## config.mk

```make
export PLATFORM = sky130hd
export DESIGN_NAME = gcd_lcm_unit
export DESIGN_NICKNAME = d
export VERILOG_FILES = /design/src/gcdl_pkg.sv /design/src/gcdl_div.sv /design/src/gcdl_seq.sv /design/src/gcd_lcm_unit.sv
export VERILOG_INCLUDE_DIRS = /design/src /design/src/src
export SDC_FILE = /design/constraint.sdc
export NUM_CORES = 2
export LEC_CHECK = 0
export BUFFER_PORTS_ARGS = -buffer_cell sky130_fd_sc_hd__buf_4
export CORE_UTILIZATION = 60
export DETAILED_ROUTE_END_ITERATION = 16
export PLACE_DENSITY = 0.77
export RECOVER_POWER = 25
export SLEW_MARGIN = 20
export SYNTH_ARGS = -nofsm -noshare
export SYNTH_HDL_FRONTEND = slang
export SYNTH_SLANG_ARGS = --single-unit
```

## constraint.sdc

```tcl
create_clock -name clk -period 9.44 [get_ports clk]
set_input_delay 0.472 -clock clk [delete_from_list [all_inputs] [get_ports clk]]
set_output_delay 0.472 -clock clk [all_outputs]
set_load 0.02 [all_outputs]
```

## src/gcd_lcm_unit_macros.svh

```systemverilog
// Assertion macros for the gcd_lcm_unit RTL files; gcdl_seq includes them.
// No dependencies; files that check properties include this header.
`ifndef GCD_LCM_UNIT_MACROS_SVH
`define GCD_LCM_UNIT_MACROS_SVH
`ifndef ASSERT_OFF
`define GCDL_ASSERT(lbl, clk, rstn, prop) \
  lbl: assert property (@(posedge clk) disable iff (!rstn) (prop)) \
    else $error("gcd_lcm_unit assertion failed");
`define GCDL_ASSERT_IMPLY(lbl, clk, rstn, ante, cons) \
  lbl: assert property (@(posedge clk) disable iff (!rstn) (ante) |-> (cons)) \
    else $error("gcd_lcm_unit implication failed");
`else
`define GCDL_ASSERT(lbl, clk, rstn, prop)
`define GCDL_ASSERT_IMPLY(lbl, clk, rstn, ante, cons)
`endif
`endif

```

## src/gcdl_pkg.sv

```systemverilog
// Package for the GCD/LCM unit: widths, command and status codes, and the
// structs passed between the sequencer, the divider and the top level.
`default_nettype none
package gcdl_pkg;
  localparam int DATA_WIDTH = 32;
  localparam int OPERAND_W = 32;
  localparam int VALUE_W = 64;
  localparam int PROD_W = 2 * DATA_WIDTH;
  localparam int CNT_W = $clog2(DATA_WIDTH + 1);

  localparam logic CMD_GCD = 1'b0;
  localparam logic CMD_LCM = 1'b1;

  localparam logic STATUS_OK = 1'b0;
  localparam logic STATUS_INVALID = 1'b1;

  typedef struct packed {
    logic                  start;
    logic [DATA_WIDTH-1:0] dividend;
    logic [DATA_WIDTH-1:0] divisor;
  } div_req_t;

  typedef struct packed {
    logic                  done;
    logic [DATA_WIDTH-1:0] quot;
    logic [DATA_WIDTH-1:0] rem;
  } div_rsp_t;

  typedef struct packed {
    logic               valid;
    logic [VALUE_W-1:0] value;
    logic               status;
  } res_t;
endpackage
`default_nettype wire

```

## src/gcdl_div.sv

```systemverilog
// Restoring radix-2 divider, one quotient bit per cycle.
// Depends on gcdl_pkg for widths and the request/response structs.
`default_nettype none
module gcdl_div (
  input  logic              clk,
  input  logic              rst_n,
  input  gcdl_pkg::div_req_t req,
  output gcdl_pkg::div_rsp_t rsp
);
  import gcdl_pkg::*;

  logic                  busy_r;
  logic                  done_r;
  logic [CNT_W-1:0]      cnt_r;
  logic [DATA_WIDTH-1:0] rem_r;
  logic [DATA_WIDTH-1:0] quo_r;
  logic [DATA_WIDTH-1:0] dvs_r;
  logic [DATA_WIDTH:0]   shifted;
  logic [DATA_WIDTH:0]   diff;
  logic                  ge;

  assign shifted = {rem_r, quo_r[DATA_WIDTH-1]};
  assign diff    = shifted - {1'b0, dvs_r};
  assign ge      = ~diff[DATA_WIDTH];

  always_ff @(posedge clk) begin
    if (!rst_n) begin
      busy_r <= 1'b0;
      done_r <= 1'b0;
      cnt_r  <= '0;
    end else if (req.start) begin
      busy_r <= 1'b1;
      done_r <= 1'b0;
      cnt_r  <= CNT_W'(DATA_WIDTH);
    end else if (busy_r) begin
      cnt_r <= cnt_r - CNT_W'(1);
      if (cnt_r == CNT_W'(1)) begin
        busy_r <= 1'b0;
        done_r <= 1'b1;
      end
    end else begin
      done_r <= 1'b0;
    end
  end

  always_ff @(posedge clk) begin
    if (req.start) begin
      rem_r <= '0;
      quo_r <= req.dividend;
      dvs_r <= req.divisor;
    end else if (busy_r) begin
      rem_r <= ge ? diff[DATA_WIDTH-1:0] : shifted[DATA_WIDTH-1:0];
      quo_r <= {quo_r[DATA_WIDTH-2:0], ge};
    end
  end

  assign rsp.done = done_r;
  assign rsp.quot = quo_r;
  assign rsp.rem  = rem_r;
endmodule
`default_nettype wire

```

## src/gcdl_seq.sv

```systemverilog
// Sequencer for the GCD/LCM unit: runs Euclid's remainder steps and the
// LCM division on the shared divider, then forms the product.
// Depends on gcdl_pkg and on gcdl_div through the request/response structs.
`default_nettype none
`include "gcd_lcm_unit_macros.svh"
module gcdl_seq (
  input  logic                            clk,
  input  logic                            rst_n,
  input  logic                            in_valid,
  output logic                            in_ready,
  input  logic                            in_command,
  input  logic [gcdl_pkg::OPERAND_W-1:0]  in_operand_a,
  input  logic [gcdl_pkg::OPERAND_W-1:0]  in_operand_b,
  output gcdl_pkg::res_t                  res,
  input  logic                            res_ready,
  output gcdl_pkg::div_req_t              div_req,
  input  gcdl_pkg::div_rsp_t              div_rsp
);
  import gcdl_pkg::*;

  localparam logic [1:0] S_IDLE = 2'd0;
  localparam logic [1:0] S_EUC  = 2'd1;
  localparam logic [1:0] S_LDIV = 2'd2;
  localparam logic [1:0] S_DONE = 2'd3;

  logic [1:0]            state_r;
  logic [1:0]            state_nxt;
  logic                  cmd_r;
  logic [DATA_WIDTH-1:0] a_r;
  logic [DATA_WIDTH-1:0] b_r;
  logic [DATA_WIDTH-1:0] small_r;
  logic [PROD_W-1:0]     value_r;
  logic                  status_r;
  logic [DATA_WIDTH-1:0] a_in;
  logic [DATA_WIDTH-1:0] b_in;
  logic                  accept;
  logic                  zero_op;
  logic                  rem_zero;
  logic [PROD_W-1:0]     prod;

  assign a_in     = in_operand_a[DATA_WIDTH-1:0];
  assign b_in     = in_operand_b[DATA_WIDTH-1:0];
  assign in_ready = (state_r == S_IDLE);
  assign accept   = in_valid && in_ready;
  assign zero_op  = (a_in == '0) || (b_in == '0);
  assign rem_zero = (div_rsp.rem == '0);
  assign prod     = PROD_W'(div_rsp.quot) * PROD_W'(b_r);

  always_comb begin
    state_nxt        = state_r;
    div_req.start    = 1'b0;
    div_req.dividend = small_r;
    div_req.divisor  = div_rsp.rem;
    unique case (state_r)
      S_IDLE: begin
        if (accept) begin
          if (zero_op) begin
            state_nxt = S_DONE;
          end else begin
            state_nxt        = S_EUC;
            div_req.start    = 1'b1;
            div_req.dividend = a_in;
            div_req.divisor  = b_in;
          end
        end
      end
      S_EUC: begin
        if (div_rsp.done) begin
          if (!rem_zero) begin
            div_req.start = 1'b1;
          end else if (cmd_r == CMD_LCM) begin
            state_nxt        = S_LDIV;
            div_req.start    = 1'b1;
            div_req.dividend = a_r;
            div_req.divisor  = small_r;
          end else begin
            state_nxt = S_DONE;
          end
        end
      end
      S_LDIV: begin
        if (div_rsp.done) begin
          state_nxt = S_DONE;
        end
      end
      S_DONE: begin
        if (res_ready) begin
          state_nxt = S_IDLE;
        end
      end
      default: state_nxt = S_IDLE;
    endcase
  end

  always_ff @(posedge clk) begin
    if (!rst_n) begin
      state_r <= S_IDLE;
    end else begin
      state_r <= state_nxt;
    end
  end

  always_ff @(posedge clk) begin
    if (accept) begin
      cmd_r    <= in_command;
      a_r      <= a_in;
      b_r      <= b_in;
      small_r  <= b_in;
      value_r  <= '0;
      status_r <= zero_op ? STATUS_INVALID : STATUS_OK;
    end else if (state_r == S_EUC && div_rsp.done) begin
      if (rem_zero) begin
        value_r <= PROD_W'(small_r);
      end else begin
        small_r <= div_rsp.rem;
      end
    end else if (state_r == S_LDIV && div_rsp.done) begin
      value_r <= prod;
    end
  end

  assign res.valid  = (state_r == S_DONE);
  assign res.value  = VALUE_W'(value_r);
  assign res.status = status_r;

  `GCDL_ASSERT_IMPLY(a_start_state, clk, rst_n, div_req.start,
                     state_r == S_IDLE || state_r == S_EUC)
  `GCDL_ASSERT_IMPLY(a_done_state, clk, rst_n, div_rsp.done,
                     state_r == S_EUC || state_r == S_LDIV)
  `GCDL_ASSERT_IMPLY(a_ldiv_lcm, clk, rst_n, state_r == S_LDIV, cmd_r == CMD_LCM)
  `GCDL_ASSERT_IMPLY(a_invalid_zero, clk, rst_n,
                     res.valid && res.status == STATUS_INVALID, res.value == '0)
  `GCDL_ASSERT(a_euc_divisor, clk, rst_n, state_r != S_EUC || small_r != '0)
endmodule
`default_nettype wire

```

## src/gcd_lcm_unit.sv

```systemverilog
// Top level of the GCD/LCM unit: sequencer, shared divider, output register.
// Depends on gcdl_pkg, gcdl_div and gcdl_seq.
//
//   Channel | Ports                                      | Direction
//   in      | in_valid/in_ready, command, operand_a/_b   | request in
//   out     | out_valid/out_ready, value, status         | result out
//
// Each remainder step runs on the one shared divider.
// A request runs its Euclid remainder steps, plus one more division for LCM.
// A request with a zero operand skips the divider and goes straight to its result.
// Reset is synchronous and active low; it clears the control state only.
// A result waits in the output register, and the next request is taken meanwhile.
`default_nettype none
module gcd_lcm_unit (
  input  logic                           clk,
  input  logic                           rst_n,
  input  logic                           in_valid,
  output logic                           in_ready,
  input  logic                           in_command,
  input  logic [gcdl_pkg::OPERAND_W-1:0] in_operand_a,
  input  logic [gcdl_pkg::OPERAND_W-1:0] in_operand_b,
  output logic                           out_valid,
  input  logic                           out_ready,
  output logic [gcdl_pkg::VALUE_W-1:0]   out_value,
  output logic                           out_status
);
  import gcdl_pkg::*;

  div_req_t           div_req;
  div_rsp_t           div_rsp;
  res_t               res;
  logic               res_ready;
  logic               out_valid_r;
  logic [VALUE_W-1:0] out_value_r;
  logic               out_status_r;

  gcdl_div u_div (
    .clk   (clk),
    .rst_n (rst_n),
    .req   (div_req),
    .rsp   (div_rsp)
  );

  gcdl_seq u_seq (
    .clk          (clk),
    .rst_n        (rst_n),
    .in_valid     (in_valid),
    .in_ready     (in_ready),
    .in_command   (in_command),
    .in_operand_a (in_operand_a),
    .in_operand_b (in_operand_b),
    .res          (res),
    .res_ready    (res_ready),
    .div_req      (div_req),
    .div_rsp      (div_rsp)
  );

  assign res_ready = !out_valid_r || out_ready;

  always_ff @(posedge clk) begin
    if (!rst_n) begin
      out_valid_r <= 1'b0;
    end else if (res_ready) begin
      out_valid_r <= res.valid;
    end
  end

  always_ff @(posedge clk) begin
    if (res_ready && res.valid) begin
      out_value_r  <= res.value;
      out_status_r <= res.status;
    end
  end

  assign out_valid  = out_valid_r;
  assign out_value  = out_value_r;
  assign out_status = out_status_r;
endmodule
`default_nettype wire

```

==> impl_metrics.toml <==
[run_status]
status = "completed"

[critical_path]
worst-endpoint-required_ns = 9.96
critPathArrivalTime_ns = 9.30
ff2ff_path_depth = 22
worstPathMaxFanout = 21
end_kind = "flop"
critPathKind = "reg2reg"
startpoint_type = "flop"

[die]
dieArea_mm2 = 0.08223
start_util_pct = 60.50
die_h_um = 286.8
pin_count = 136
fp.coreArea_mm2 = 0.08042
placementRows = 104
fp.dieW_um = 286.8

[placed_design]
portBuffers = 135
dp_hpwl_mm = 113.1
place.gp.congestion = 0.9758

[sta]
hold_viol_final = 0
fin_crit_sh_pct = 93.01
slew_headroom_pct = 20.23
fin_tns_setup_ns = 0
finalMaxSlewViolations = 0
finClkSkew_ns = 0.05376
grt_setup_unrepaired = "no"
worstMarginPinSlew_ns = 1.196
fin_crit_ns = 8.780
finalSetupViolCount = 0
timing.fmax_mhz = 113.9

[detailed_routing]
final_antenna_net_count = 0
dr.first_iter.drc_count = 3442
route.final.wire_length_mm = 141.2
dr_total_vias = 37209
wl_per_cell_um = 22.83
drt_pass1_iterations = 13
drc_errors = 0
via_per_inst = 6.015

[synthesis]
synth_compound_area_share_pct = 8.202
async_flop_share_pct = 0
synth_area_leaders = "fa_1, edfxtp_1, and2_1"
synth_fa_ha_area_share_pct = 44.65
avgSynthCellArea_um2 = 9.474
synth_xor_area_share_pct = 1.512
synth_flop_cell = "edfxtp_1"
ys_types = 83
synthMuxAreaShare_pct = 1.304
yosys-top-cells-count = "inv_1, fa_1, nand2_1"
yosys_warnings = 0
synth.most_common_cell = "inv_1"
ys_seq_area_share_pct = 18.41
synth_simple_gate_area_share_pct = 16.32
synth_top_area_cell = "fa_1"
ys_ff_latch = 334
synth_edf_count = 227
synth_top_family_by_area = "adder cells"
synth.top_cell.area_share_pct = 36.91
synth_nets = 6402
postSynthCellCount = 5135
syn-cell-area_mm2 = 0.04865

[clock_network]
clkTransAtPathRegs_ns = 0.07
clock_sinks = 334
clk_path_buf_depth = 3
cts_resized = 0
cts_hold_buf = 0
cts_tree = "built"
clock_latency_ns = 0.59
cts_buffers = 36
h-tree-depth = 2
root_buffer = "clkbuf_16"
post_cts_buffers = 0

[global_routing]
first_global_vias = 38509
top_usage_layer = "met2"
use_met1_pct = 46.60
grt_antenna_before_repair = 0
grt_start_max_net_pins = 86
gr-total-overflow = 0
grt_use_met3_pct = 5.048
grt_usage_pct = 35.31
met2_usage_pct = 56.99
grt_pass1_wl_mm = 221.3

[finish]
final-seq-area_mm2 = 0.008960
drive_above_1_share_pct = 4.428
multi_input_area_mm2 = 0.03507
n_antenna_cell = 0
nets = 6365
fill_cells = 6656
syn_to_final_growth_pct = 5.722

[worst_hold_path]
min_path_cells = 1
hp-class = "in2reg"

[job]
cap_violations = 0
==> registers in the layout, summed over array words and instances, names as in the netlist <==
| signal | flops |
|---|---|
| out_valid | 1 |
| u_div.busy_r | 1 |
| u_div.quo_r | 32 |
| u_seq.cmd_r | 1 |
| u_div.done_r | 1 |
| u_seq.value_r | 64 |
| u_div.cnt_r | 6 |
| u_seq.a_r | 32 |
| u_seq.b_r | 32 |
| u_div.rem_r | 32 |
| out_status | 1 |
| u_seq.status_r | 1 |
| out_value | 64 |
| u_seq.small_r | 32 |
| u_div.dvs_r | 32 |
| u_seq.state_r | 2 |
==> kinds of logic after synthesis <==
| logic type | count (synthesis) |
|---|---|
| adders and majority gates | 1198 |
| muxes | 63 |
| AOI/OAI and AO/OA | 616 |
| xor gates and xnor gates | 84 |
| and+or+nand+nor | 1604 |
| DFF | 334 |
| buffers and inverters | 1236 |
==> through the flow <==
stage	cells	hold WS [ns]	util, %	area (um2)	setup WS (ns)
CTS	6181	0.03142	64.26	51680	0.8337
global route	6186	0.07338	63.96	51430	0.4234
global placement	6112	0.4128	62.79	50500	0.7633
finish	6186	0.07540	63.96	51430	0.6601
detailed placement	6115	0.4182	62.85	50540	0.8909
floorplan	5135	0.4003	-	48650	2.256
==> placed cells by master (no fill, tap or decap), types with 9 or more instances in the layout <==
cell type and instances:
clkbuf_1 97, a31oi_1 17, nand3_1 30, a21o_1 48, o31ai_1 10, xor2_1 29
xnor2_1 54, clkbuf_16 36, a21oi_1 150, buf_4 124, a222oi_1 33, edfxtp_1 227
inv_1 933, nor3_1 25, mux2i_1 60, ha_1 301, a211oi_1 19, o22ai_1 20
nand2_1 713, o21a_1 27, nand4_1 35, and2_1 602, a311oi_1 9, fa_1 897
o21ai_0 179, o221ai_1 11, o21bai_1 13, nor2_1 104, and3_1 15, nor4_1 29
dfxtp_1 106
==> final timing paths <==
path                                        start                end  slack [ns]
worst max-delay path              u_div.quo_r[15]  u_seq.value_r[56]        0.66
worst min register to register  u_seq.value_r[38]      out_value[38]        0.43
worst min-delay path                   in_command        u_seq.cmd_r        0.08
worst max register to register    u_div.quo_r[15]  u_seq.value_r[56]        0.66
==> metal layers <==
metal | share of wire [%] | up-vias
met5 | 0 | -
li1 | - | 15953
met1 | 38 | 18853
met2 | 47 | 1986
met4 | 6.1 | 0
met3 | 8.8 | 417
==> critical path, cell delays in order (launching register included) <==
cell and delay, ns:
edfxtp_1 0.92, buf_4 0.41, and2_1 0.20, fa_1 0.47, fa_1 0.57, inv_1 0.06
fa_1 0.56, fa_1 0.45, fa_1 0.54, inv_1 0.05, fa_1 0.47, fa_1 0.57
fa_1 0.49, ha_1 0.49, nand4_1 0.17, a2111oi_0 0.78, nand4_1 0.21, a31oi_1 0.22
nor3_1 0.16, o21ai_1 0.20, a21oi_1 0.18, or4_1 0.44, nand3_1 0.08
==> cell type report <==
type / instances / area share, %
Multi-Input combinational cell: 3565 / 68.19
Sequential cell: 334 / 17.42
Inverter: 937 / 6.843
Timing Repair Buffer: 224 / 2.761
Tap cell: 1060 / 2.579
Clock buffer: 44 / 1.829
Clock inverter: 22 / 0.3819
Power is left out: the tool's default activity adds up to more than one toggle a clock period on the data nets, which glitch-free logic cannot reach.
